--- src/hw/rtl/tsmc_ram.sv ---
`default_nettype none
module tsmc_ram #(
  parameter int WIDTH = 8,
  parameter int DEPTH = 16,
  localparam int AW = $clog2(DEPTH)
) (
  input  wire logic             clk,
  input  wire logic             we,
  input  wire logic [AW-1:0]    waddr,
  input  wire logic [WIDTH-1:0] wdata,
  input  wire logic [AW-1:0]    raddr,
  output logic      [WIDTH-1:0] rdata
);

  logic [WIDTH-1:0] mem [DEPTH];

  // Write one word, read one word with registered data
  always_ff @(posedge clk) begin
    if (we) begin
      mem[waddr] <= wdata;
    end
    rdata <= mem[raddr];
  end

endmodule
`default_nettype wire

--- config.mk ---
export PLATFORM = sky130hd
export DESIGN_NAME = tsmc_ram
export DESIGN_NICKNAME = d
export VERILOG_FILES = /design/src/hw/rtl/tsmc_ram.sv
export SDC_FILE = /design/constraint.sdc
export NUM_CORES = 1
export LEC_CHECK = 0
export ABC_AREA = 1
export ABC_CLOCK_PERIOD_IN_PS = 2700
export BUFFER_PORTS_ARGS = -buffer_cell sky130_fd_sc_hd__buf_2
export CAP_MARGIN = 5
export CORE_MARGIN = 5
export CORE_UTILIZATION = 50
export DETAILED_ROUTE_END_ITERATION = 10
export GPL_TIMING_DRIVEN = 0
export PLACE_DENSITY = 0.79
export SYNTH_ARGS = -nofsm -noshare
export SYNTH_HDL_FRONTEND = slang
export SYNTH_SLANG_ARGS = --single-unit
export TNS_END_PERCENT = 30
--- constraint.sdc ---
create_clock -name clk -period 2.7 [get_ports clk]
set_input_delay 0.405 -clock clk [delete_from_list [all_inputs] [get_ports clk]]
set_output_delay 0.405 -clock clk [all_outputs]
set_load 0.05 [all_outputs]
==> results.py, run 1 <==
metrics = {
    "status": {
        "status": "complete, no violations",
    },
    "timing": {
        "finClkSkew_ns": 0.00731,
        "max_freq_mhz": 682,
        "fin_crit_sh_pct": 54.3,
        "tightest_slew_ns": 0.878,
        "tns_ns": 0,
        "hold_violations": 0,
        "grt_setup_unrepaired": "false",
        "drv_slew": 0,
        "slew_headroom_pct": 41.2,
        "fin_ws_ns": 1.23,
        "period_needed_ns": 1.47,
        "setup_viol": 0,
    },
    "finish": {
        "fin_cells": 748,
        "num_antenna_cells": 0,
        "post_route_cells_drive_above_1_share_pct": 12.9,
        "finish.utilization_pct": 58.5,
        "area_growth_pct": 15.4,
        "nNetsFinal": 610,
    },
    "worst_setup_path": {
        "critical_path_class": "in2reg",
        "r2r_slack_ns": 1.66,
        "critPathLaunchType": "input pin",
        "crit_start": "waddr[3]",
        "worstPathArrival_ns": 1.51,
        "r2r_end": "rdata[3]$_DFF_P_",
        "required_ns": 2.74,
        "r2r_cells": 6,
        "crit_path_max_fanout": 8,
        "r2r_start": "mem[15][3]$_DFFE_PP_",
        "worstSetupEndpointType": "register",
    },
    "clocking": {
        "post_cts.repair.setup_buffers": 0,
        "hold_buffers": 0,
        "cts.clk_slew.worst_paths_ns": 0.06,
        "post_cts_resized": 0,
        "cts_inserted_buffers": 17,
        "clockBufferDepth": 2,
        "ctsHtreeMaxLevel": 4,
        "clkLatencyLatePin_ns": 0.42,
        "cts_root_buffer": "clkbuf_16",
        "cts_tree": "done",
        "numClockSinks": 136,
    },
    "power": {
        "p_comb_share_pct": 7.0,
        "power.internal_mw": 3.92,
        "power_leakage_nw": 2.90,
        "p_sw_mw": 1.13,
        "clockPowerShare_pct": 46.0,
        "switching_share_pct": 22.4,
        "irDropWorstVdd_mv": 0.480,
        "p_per_area_nw_per_um2": 759,
        "seq_power_share_pct": 47.0,
    },
    "synth": {
        "yosys-top-cells-area": "edfxtp_1 67%, nand2_1 11%, nand3_1 8.4%",
        "synth_area_per_cell_sq_um": 10.5,
        "synth_seq_area_share_pct": 69.4,
        "synth_top_cell_area_share_pct": 66.7,
        "yosysUniqueCellTypes": 12,
        "yosys_warnings": 0,
        "synth_top_area_cell": "edfxtp_1",
        "syn_area_sq_um": 5770,
        "postSynthCellCount": 551,
        "syn_nets": 569,
        "ys_ff_latch": 136,
    },
    "routing": {
        "avgRoutedWirePerCell_um": 18.2,
        "postRouteAntennaNets": 0,
        "drt_iter0_markers": 443,
        "dr.pass1.iters": 5,
        "wl_um": 13600,
        "vias": 3935,
        "drc": 0,
        "viasPerCell": 5.26,
    },
    "die": {
        "num_rows": 39,
        "die_w_um": 117,
        "start_util_pct": 50.7,
        "core_sq_um": 11400,
        "die-area_sq_um": 13800,
        "floorplan.die.height_um": 117,
        "io-pin-count": 26,
    },
    "grt": {
        "grt_max_degree": 17,
        "grt_pass1_wl_um": 21000,
        "antenna_found_initial": 0,
        "grt_pass1_vias": 3772,
        "overflow": 0,
        "grt_use_total_pct": 20.2,
    },
    "placement": {
        "place_congestion": 0.902,
        "placement.io_buffers": 22,
        "dp_hpwl_um": 8890,
        "place_inst": 716,
        "dp_slack_ns": 0.788,
    },
    "flow_run": {
        "cap_viol_max_count": 0,
    },
    "worst_hold_path": {
        "hold_start": "wdata[4]",
        "whs_path_depth": 1,
        "hp-class": "in2reg",
        "min_to": "mem[3][4]$_DFFE_PP_",
    },
}
[cell families (layout without fill, tap and decap cells)]
logic type | Yosys count | in the layout | synth area share [%]
flops | 136 | 136 | 69.4
simple gates | 289 | 289 | 21.0
buf+inv | 126 | 180 | 9.52
[state kept, by name, indices dropped and copies added, names as in the netlist]
register / cells
mem: 128
rdata: 8
[Yosys cell counts]
| library cell | n |
|---|---|
| dfxtp_1 | 8 |
| inv_1 | 100 |
| buf_1 | 1 |
| nand3b_1 | 2 |
| nand3_1 | 97 |
| buf_4 | 4 |
| edfxtp_1 | 128 |
| nand2_1 | 173 |
| buf_6 | 6 |
| buf_2 | 13 |
| nor2_1 | 17 |
| inv_2 | 2 |
[final cells by class]
class | count | area [sq um]
fill | 934 | 4720
sequential | 136 | 4000
multi-input combinational | 289 | 1210
clock buffer | 19 | 443
inverter | 102 | 383
tap | 143 | 179
buffer | 24 | 166
clock inverter | 13 | 155
timing repair buffer | 22 | 110
[how the worst max path moves through the flow]
stage                                       to  slack, ns  cells after the start
after detailed placement   mem[7][5]$_DFFE_PP_       0.79                      3
after global placement     mem[7][5]$_DFFE_PP_       0.80                      3
after global routing       mem[6][0]$_DFFE_PP_       1.14                      3
after floorplan           mem[10][0]$_DFFE_PP_       1.34                      2
final                      mem[6][2]$_DFFE_PP_       1.23                      3
after CTS                  mem[6][2]$_DFFE_PP_       1.22                      3
[metal layers]
| metal | up-vias | share of wire, % | track usage [%] |
|---|---|---|---|
| met5 | - | 0 | 0 |
| met4 | 0 | 3.3 | 9.93 |
| met3 | 33 | 9.2 | 4.48 |
| met2 | 203 | 46 | 30.3 |
| met1 | 1840 | 42 | 28.0 |
| li1 | 1859 | - | - |
[cells in the final DEF (no fill, tap or decap), types with 2 or more instances in the layout]
cell and count:
buf_2 35, buf_4 4, buf_6 6, bufinv_16 3, clkbuf_16 17, clkinv_2 5
clkinv_4 2, clkinvlp_4 3, dfxtp_1 8, edfxtp_1 128, inv_1 100, inv_2 2
nand2_1 173, nand3_1 97, nand3b_1 2, nor2_1 17
[power groups by stage]
stage	Combinational, mW	Clock (mW)	Sequential (mW)
floorplan	0.167	0	2.46
global placement	0.339	0	2.41
detailed placement	0.347	0	2.42
CTS	0.350	2.33	2.37
global route	0.381	2.44	2.38
finish	0.353	2.33	2.37
[metrics by stage]
stage | cell area, sq um | hold WS (ns) | total power [mW]
detailed placement | 6060 | 0.694 | 2.76
floorplan | 5770 | 0.504 | 2.63
global route | 6650 | 0.411 | 5.20
global placement | 6060 | 0.685 | 2.75
CTS | 6650 | 0.410 | 5.05
finish | 6650 | 0.409 | 5.05
[critical path, cell delays in order]
cell and delay [ns]:
buf_2 0.12, nand3b_1 0.28, nor2_1 0.71
(Power assumes the default switching activity.)
==> run 2: changes to the inputs <==
--- a/config.mk
+++ b/config.mk
@@ -5,8 +5,8 @@
 export SDC_FILE = /design/constraint.sdc
 export NUM_CORES = 1
 export LEC_CHECK = 0
-export ABC_AREA = 1
-export ABC_CLOCK_PERIOD_IN_PS = 2700
+export ABC_AREA = 0
+export ABC_CLOCK_PERIOD_IN_PS = 1400
 export BUFFER_PORTS_ARGS = -buffer_cell sky130_fd_sc_hd__buf_2
 export CAP_MARGIN = 5
 export CORE_MARGIN = 5
==> constraint.sdc (replaced) <==
create_clock -name clk -period 1.4 [get_ports clk]
set_input_delay 0.21 -clock clk [delete_from_list [all_inputs] [get_ports clk]]
set_output_delay 0.21 -clock clk [all_outputs]
set_load 0.05 [all_outputs]
==> run 2 against run 1 <==
Net effect: design area decreased by 8.3%; setup slack got worse by 1.2 ns; via count decreased by 39%; clock power increased by 98%; register-to-register slack got worse by 1.6 ns; sequential power increased by 93%; sequential share of layout area increased by 5.4 points; total power increased by 93%; global-route usage decreased by 4.1 points; synthesized area decreased by 11%; critical path type is now reg2reg; critical endpoint is now rdata[1]$_DFF_P_; highest routed layer unchanged.
==> results.py, run 2 <==
metrics = {
    "clocking": {
        "cts_root_buffer": "clkbuf_8",
        "post_cts.repair.setup_buffers": 0,
        "numClockSinks": 136,
        "hold_buffers": 0,
        "cts_inserted_buffers": 17,
        "cts.clk_slew.worst_paths_ns": 0.06,
        "ctsHtreeMaxLevel": 4,
        "clkLatencyLatePin_ns": 0.51,
        "cts_tree": "done",
        "clockBufferDepth": 2,
    },
    "die": {
        "start_util_pct": 50.5,
        "num_rows": 37,
        "die-area_sq_um": 12400,
        "core_sq_um": 10200,
        "io-pin-count": 26,
        "die_w_um": 111,
        "floorplan.die.height_um": 111,
    },
    "worst_setup_path": {
        "crit_path_max_fanout": 1,
        "max_stage_delay_ns": 0.51,
        "worstSetupEndpointType": "register",
        "r2r_cells": 3,
        "critical_path_class": "reg2reg",
        "cp_cell_sequence": "mux4_2, a22oi_2, nand2_1",
        "required_ns": 1.79,
        "crit_slowest_cell": "mux4_2",
        "worstPathArrival_ns": 1.75,
        "critPathLaunchType": "register",
    },
    "synth": {
        "syn_area_sq_um": 5150,
        "async_flop_share_pct": 0,
        "synth_seq_area_share_pct": 77.8,
        "yosysMostFrequentCell": "edfxtp_1",
        "yosysUniqueCellTypes": 19,
        "ys_ff_latch": 136,
        "synth_area_per_cell_sq_um": 22.5,
        "synth_top_cell_area_share_pct": 74.7,
        "yosys_warnings": 0,
        "synth_top_area_cell": "edfxtp_1",
        "synth_flop_cell": "edfxtp_1",
        "synth_edf_count": 128,
        "ys_top_cells_by_count": "128 x edfxtp_1, 18 x mux4_2, 16 x a22oi_1",
        "postSynthCellCount": 229,
        "yosys-top-cells-area": "edfxtp_1 75%, mux4_2 7.9%, mux4_1 7.1%",
        "syn_nets": 247,
    },
    "routing": {
        "drt_iter0_markers": 196,
        "postRouteAntennaNets": 0,
        "avgRoutedWirePerCell_um": 22.5,
        "drc": 0,
        "wl_um": 9510,
        "viasPerCell": 5.69,
        "vias": 2400,
        "dr.pass1.iters": 6,
    },
    "grt": {
        "grt_pass1_vias": 2453,
        "overflow": 0,
        "grt_util_met1_pct": 21.4,
        "busiest_layer": "met2",
        "grt_use_total_pct": 16.1,
        "grt_max_degree": 17,
        "use_met3_pct": 5.16,
        "grt_pass1_wl_um": 14500,
        "grt.met2_usage_pct": 26.3,
        "antenna_found_initial": 0,
    },
    "placement": {
        "dp_hpwl_um": 5830,
        "placed_area_sq_um": 5440,
        "placement.io_buffers": 24,
        "dp_slack_ns": -0.594,
        "place_congestion": 0.812,
    },
    "timing": {
        "tns_ns": 0,
        "tightest_slew_ns": 0.827,
        "slew_headroom_pct": 44.7,
        "hold_violations": 0,
        "grt_setup_unrepaired": "false",
        "fin_ws_ns": 0.0423,
        "period_needed_ns": 1.36,
        "hold_ws_ns": 0.110,
        "setup_viol": 0,
        "finClkSkew_ns": 0.00654,
        "fin_crit_sh_pct": 97.0,
        "drv_slew": 0,
        "max_freq_mhz": 737,
    },
    "finish": {
        "post_route_cells_drive_above_1_share_pct": 33.9,
        "finish.utilization_pct": 59.9,
        "final_area_sq_um": 6100,
        "nNetsFinal": 291,
        "num_antenna_cells": 0,
        "layout_common_cells": "128 x edfxtp_1, 27 x buf_2, 22 x mux4_2, 16 x clkbuf_16, 13 x nor2_1",
        "reg_top3": "mem: 128 flops, rdata: 8 flops",
        "layout_commonest_cell": "edfxtp_1",
        "largest_reg_flops": 128,
        "fillCellCount": 734,
        "largest-register": "mem",
        "area_growth_pct": 18.5,
    },
    "power": {
        "clockPowerShare_pct": 47.5,
        "p_sw_mw": 1.95,
        "switching_share_pct": 20.0,
        "p_per_area_nw_per_um2": 1600,
        "irDropWorstVdd_mv": 1.45,
        "power_leakage_nw": 2.03,
        "seq_power_share_pct": 47.0,
        "p_comb_share_pct": 5.6,
        "power.internal_mw": 7.79,
    },
    "status": {
        "status": "complete, no violations",
    },
    "worst_hold_path": {
        "whs_path_depth": 1,
        "hp-class": "in2reg",
    },
    "flow_run": {
        "cap_viol_max_count": 0,
    },
}
run 2: cell types whose count changed in the layout (fill, tap and decap cells not counted), moves of 8 or more:
cell     before  now
a22oi_1       0    9
mux4_2        0   22
nand3_1      97    1
mux4_1        0   10
nand2_1     173    9
buf_2        35   27
inv_1       100    0
run 2: final timing paths:
kind / startpoint / to / slack, ns
setup / recovery: mem[2][1]$_DFFE_PP_ / rdata[1]$_DFF_P_ / 0.04
setup reg to reg: mem[2][1]$_DFFE_PP_ / rdata[1]$_DFF_P_ / 0.04
hold reg to reg: mem[14][1]$_DFFE_PP_ / rdata[1]$_DFF_P_ / 0.68
hold / removal: wdata[5] / mem[4][5]$_DFFE_PP_ / 0.11
run 2: cells by family (layout without fill, tap and decap cells):
family	after synthesis	after routing	synth area share (%)
flip-flops	136	136	77.8
AND/OR/NAND/NOR	35	35	3.18
multiplexers	32	32	15.0
AO/OA/AOI/OAI	16	16	2.33
buffers and inverters	10	67	1.68
run 2: repair_timing:
action,CTS,global route
gates resized for setup,6,7
setup endpoints to repair,12,15
pin swaps,0,4
run 2: power by group through the flow:
| stage | sequential, mW | combinational (mW) | clock [mW] |
|---|---|---|---|
| 3_5_place_dp | 4.66 | 0.522 | 0 |
| 2_1_floorplan | 4.75 | 0.231 | 0 |
| 5_1_grt | 4.58 | 0.578 | 4.87 |
| 4_1_cts | 4.58 | 0.537 | 4.66 |
| 6_report | 4.57 | 0.543 | 4.62 |
| 3_3_place_gp | 4.65 | 0.512 | 0 |
run 2: per-stage QoR:
| stage | instances | power [mW] |
|---|---|---|
| floorplan | 229 | 4.98 |
| global placement | 389 | 5.16 |
| detailed placement | 389 | 5.18 |
| CTS | 421 | 9.77 |
| global route | 422 | 10.0 |
| finish | 422 | 9.74 |
run 2: per-layer routing:
layer  vias up  part of all wire, %
met5         -                    0
met4         0                 0.68
met3         7                  9.3
met2       131                   51
met1      1205                   39
li1       1057                    -
run 2: final cells by class:
| cell class | instances | area, sq um | share of cell area (%) |
|---|---|---|---|
| clock buffer | 18 | 418 | 6.85 |
| clock inverter | 14 | 204 | 3.34 |
| buffer | 10 | 86.3 | 1.41 |
| sequential | 136 | 4000 | 65.6 |
| timing repair buffer | 25 | 128 | 2.09 |
| multi-input combinational | 83 | 1090 | 17.9 |
| tap | 136 | 170 | 2.79 |
run 2: critical path: cells and delay by family, from the launching register on:
family | cells | cell delay [ns]
muxes | 1 | 0.51
AOI/OAI and AO/OA | 1 | 0.27
DFF | 1 | 0.37
and+or+nand+nor | 1 | 0.09
==> run 3: changes to the inputs <==
--- a/config.mk
+++ b/config.mk
@@ -7,13 +7,13 @@
 export LEC_CHECK = 0
 export ABC_AREA = 0
 export ABC_CLOCK_PERIOD_IN_PS = 1400
-export BUFFER_PORTS_ARGS = -buffer_cell sky130_fd_sc_hd__buf_2
 export CAP_MARGIN = 5
 export CORE_MARGIN = 5
-export CORE_UTILIZATION = 50
+export CORE_UTILIZATION = 37
 export DETAILED_ROUTE_END_ITERATION = 10
+export DONT_BUFFER_PORTS = 1
 export GPL_TIMING_DRIVEN = 0
-export PLACE_DENSITY = 0.79
+export PLACE_DENSITY = 0.63
 export SYNTH_ARGS = -nofsm -noshare
 export SYNTH_HDL_FRONTEND = slang
 export SYNTH_SLANG_ARGS = --single-unit
==> run 3 against run 2 <==
Net effect: total power down 5.5%; clock power down 11%; routed wire length up 7.7%; maximum frequency down 2.4%; largest cell class unchanged; highest routed layer unchanged; setup slack worse by 0.033 ns; flip-flop and latch count unchanged; sequential share of layout area up 0.58 points; clock-buffer cell count up 2; final cell count up 6.2%; clock skew down 0.0020 ns.
==> results.py, run 3 (synthesis gave the netlist of run 2 again) <==
metrics = {
    "routing": {
        "avgRoutedWirePerCell_um": 22.9,
        "vias": 2345,
        "viasPerCell": 5.23,
        "wl_um": 10200,
        "postRouteAntennaNets": 0,
        "drt_iter0_markers": 205,
        "dr.pass1.iters": 4,
        "drc": 0,
    },
    "worst_setup_path": {
        "critPathLaunchType": "register",
        "r2r_slack_ns": 0.01,
        "r2r_cells": 3,
        "worstSetupEndpointType": "register",
        "r2r_start": "mem[1][1]$_DFFE_PP_",
        "crit_start": "mem[1][1]$_DFFE_PP_",
        "critical_path_class": "reg2reg",
        "crit_path_max_fanout": 1,
        "r2r_end": "rdata[1]$_DFF_P_",
        "endpoint": "rdata[1]$_DFF_P_",
        "required_ns": 1.68,
        "worstPathArrival_ns": 1.67,
    },
    "placement": {
        "placement.io_buffers": 0,
        "dp_hpwl_um": 6490,
        "place_inst": 409,
        "place_congestion": 0.768,
        "dp_slack_ns": -0.576,
    },
    "clocking": {
        "cts_inserted_buffers": 17,
        "cts_tree": "done",
        "clockBufferDepth": 2,
        "numClockSinks": 136,
        "ctsHtreeMaxLevel": 4,
        "post_cts.repair.setup_buffers": 0,
        "clkLatencyLatePin_ns": 0.41,
        "cts_root_buffer": "clkbuf_16",
        "cts.clk_slew.worst_paths_ns": 0.05,
    },
    "finish": {
        "largest_reg_flops": 128,
        "largest-register": "mem",
        "post_route_cells_drive_above_1_share_pct": 26.5,
        "num_antenna_cells": 0,
        "reg_top3": "mem: 128 flops, rdata: 8 flops",
        "layout_commonest_cell": "edfxtp_1",
        "nNetsFinal": 274,
        "finish.utilization_pct": 43.9,
        "area_growth_pct": 17.5,
        "layout_common_cells": "128 x edfxtp_1, 21 x mux4_2, 17 x clkbuf_16, 11 x nor2_1, 11 x mux4_1",
        "fin_cells": 448,
    },
    "timing": {
        "period_needed_ns": 1.39,
        "fin_crit_sh_pct": 99.3,
        "setup_viol": 0,
        "drv_slew": 0,
        "finClkSkew_ns": 0.00455,
        "hold_violations": 0,
        "slew_headroom_pct": 40.5,
        "tightest_slew_ns": 0.889,
        "fin_ws_ns": 0.00957,
        "max_freq_mhz": 719,
        "grt_setup_unrepaired": "true",
    },
    "grt": {
        "grt_pass1_wl_um": 15500,
        "antenna_found_initial": 0,
        "overflow": 0,
        "grt_pass1_vias": 2503,
        "grt_max_degree": 17,
        "grt_use_total_pct": 13.5,
    },
    "power": {
        "p_per_area_nw_per_um2": 1520,
        "irDropWorstVdd_mv": 0.826,
        "power.total_mw": 9.21,
        "power_leakage_nw": 1.94,
    },
    "die": {
        "num_rows": 43,
        "floorplan.die.height_um": 128,
        "die-area_sq_um": 16400,
        "core_sq_um": 13800,
        "die_w_um": 128,
        "io-pin-count": 26,
        "start_util_pct": 37.4,
    },
    "status": {
        "status": "complete, no violations",
    },
    "worst_hold_path": {
        "hp-class": "in2reg",
    },
    "flow_run": {
        "cap_viol_max_count": 0,
    },
}
[run 3: final cells by class]
class,instances,area (sq um)
buffer,10,86.3
clock buffer,20,437
clock inverter,11,108
fill,1214,7720
multi-input combinational,83,1110
sequential,136,4000
tap,180,225
timing repair buffer,8,80.1
[run 3: worst min-delay path by stage]
stage | start | end | depth (start not counted)
2_1_floorplan | wdata[0] | mem[0][0]$_DFFE_PP_ | 0
3_3_place_gp | wdata[7] | mem[2][7]$_DFFE_PP_ | 0
3_5_place_dp | wdata[5] | mem[6][5]$_DFFE_PP_ | 0
4_1_cts | waddr[0] | mem[0][7]$_DFFE_PP_ | 1
5_1_grt | waddr[0] | mem[0][7]$_DFFE_PP_ | 1
6_report | waddr[0] | mem[0][7]$_DFFE_PP_ | 1
[run 3: power breakdown]
part           internal (mW)  switching, mW  total (mW)
clock                   2.58           1.54        4.12
sequential              4.56          0.122        4.68
combinational          0.171          0.239       0.410
[run 3: stage by stage]
step	hold WS (ns)	cell area, sq um	TNS [ns]
after detailed placement	0.310	5380	-33.81
after CTS	0.0666	6040	-0.0157
final	0.0808	6050	0
after global routing	0.0746	6050	-0.0716
after global placement	0.310	5380	-31.94
after floorplan	0.309	5150	-2.33
[run 3: what timing repair did]
item,CTS,global route
setup endpoints to repair,29,18
gates cloned,0,0
pin swaps,2,5
hold buffers,8,0
hold endpoints to repair,128,0
resized for setup,8,8
[run 3: worst max-delay path, cell delays in order (launching register included)]
cell and delay [ns]:
edfxtp_1 0.34, mux4_1 0.54, a22oi_2 0.27, nand2_1 0.12
[run 3: layer usage]
metal  up-vias  global-route usage (%)  wire [um]
met2        84                    20.4       4900
met1      1221                    18.3       4310
met3        13                    3.92        893
met5         -                       0          0
li1       1027                       -          -
met4         0                    6.18        129
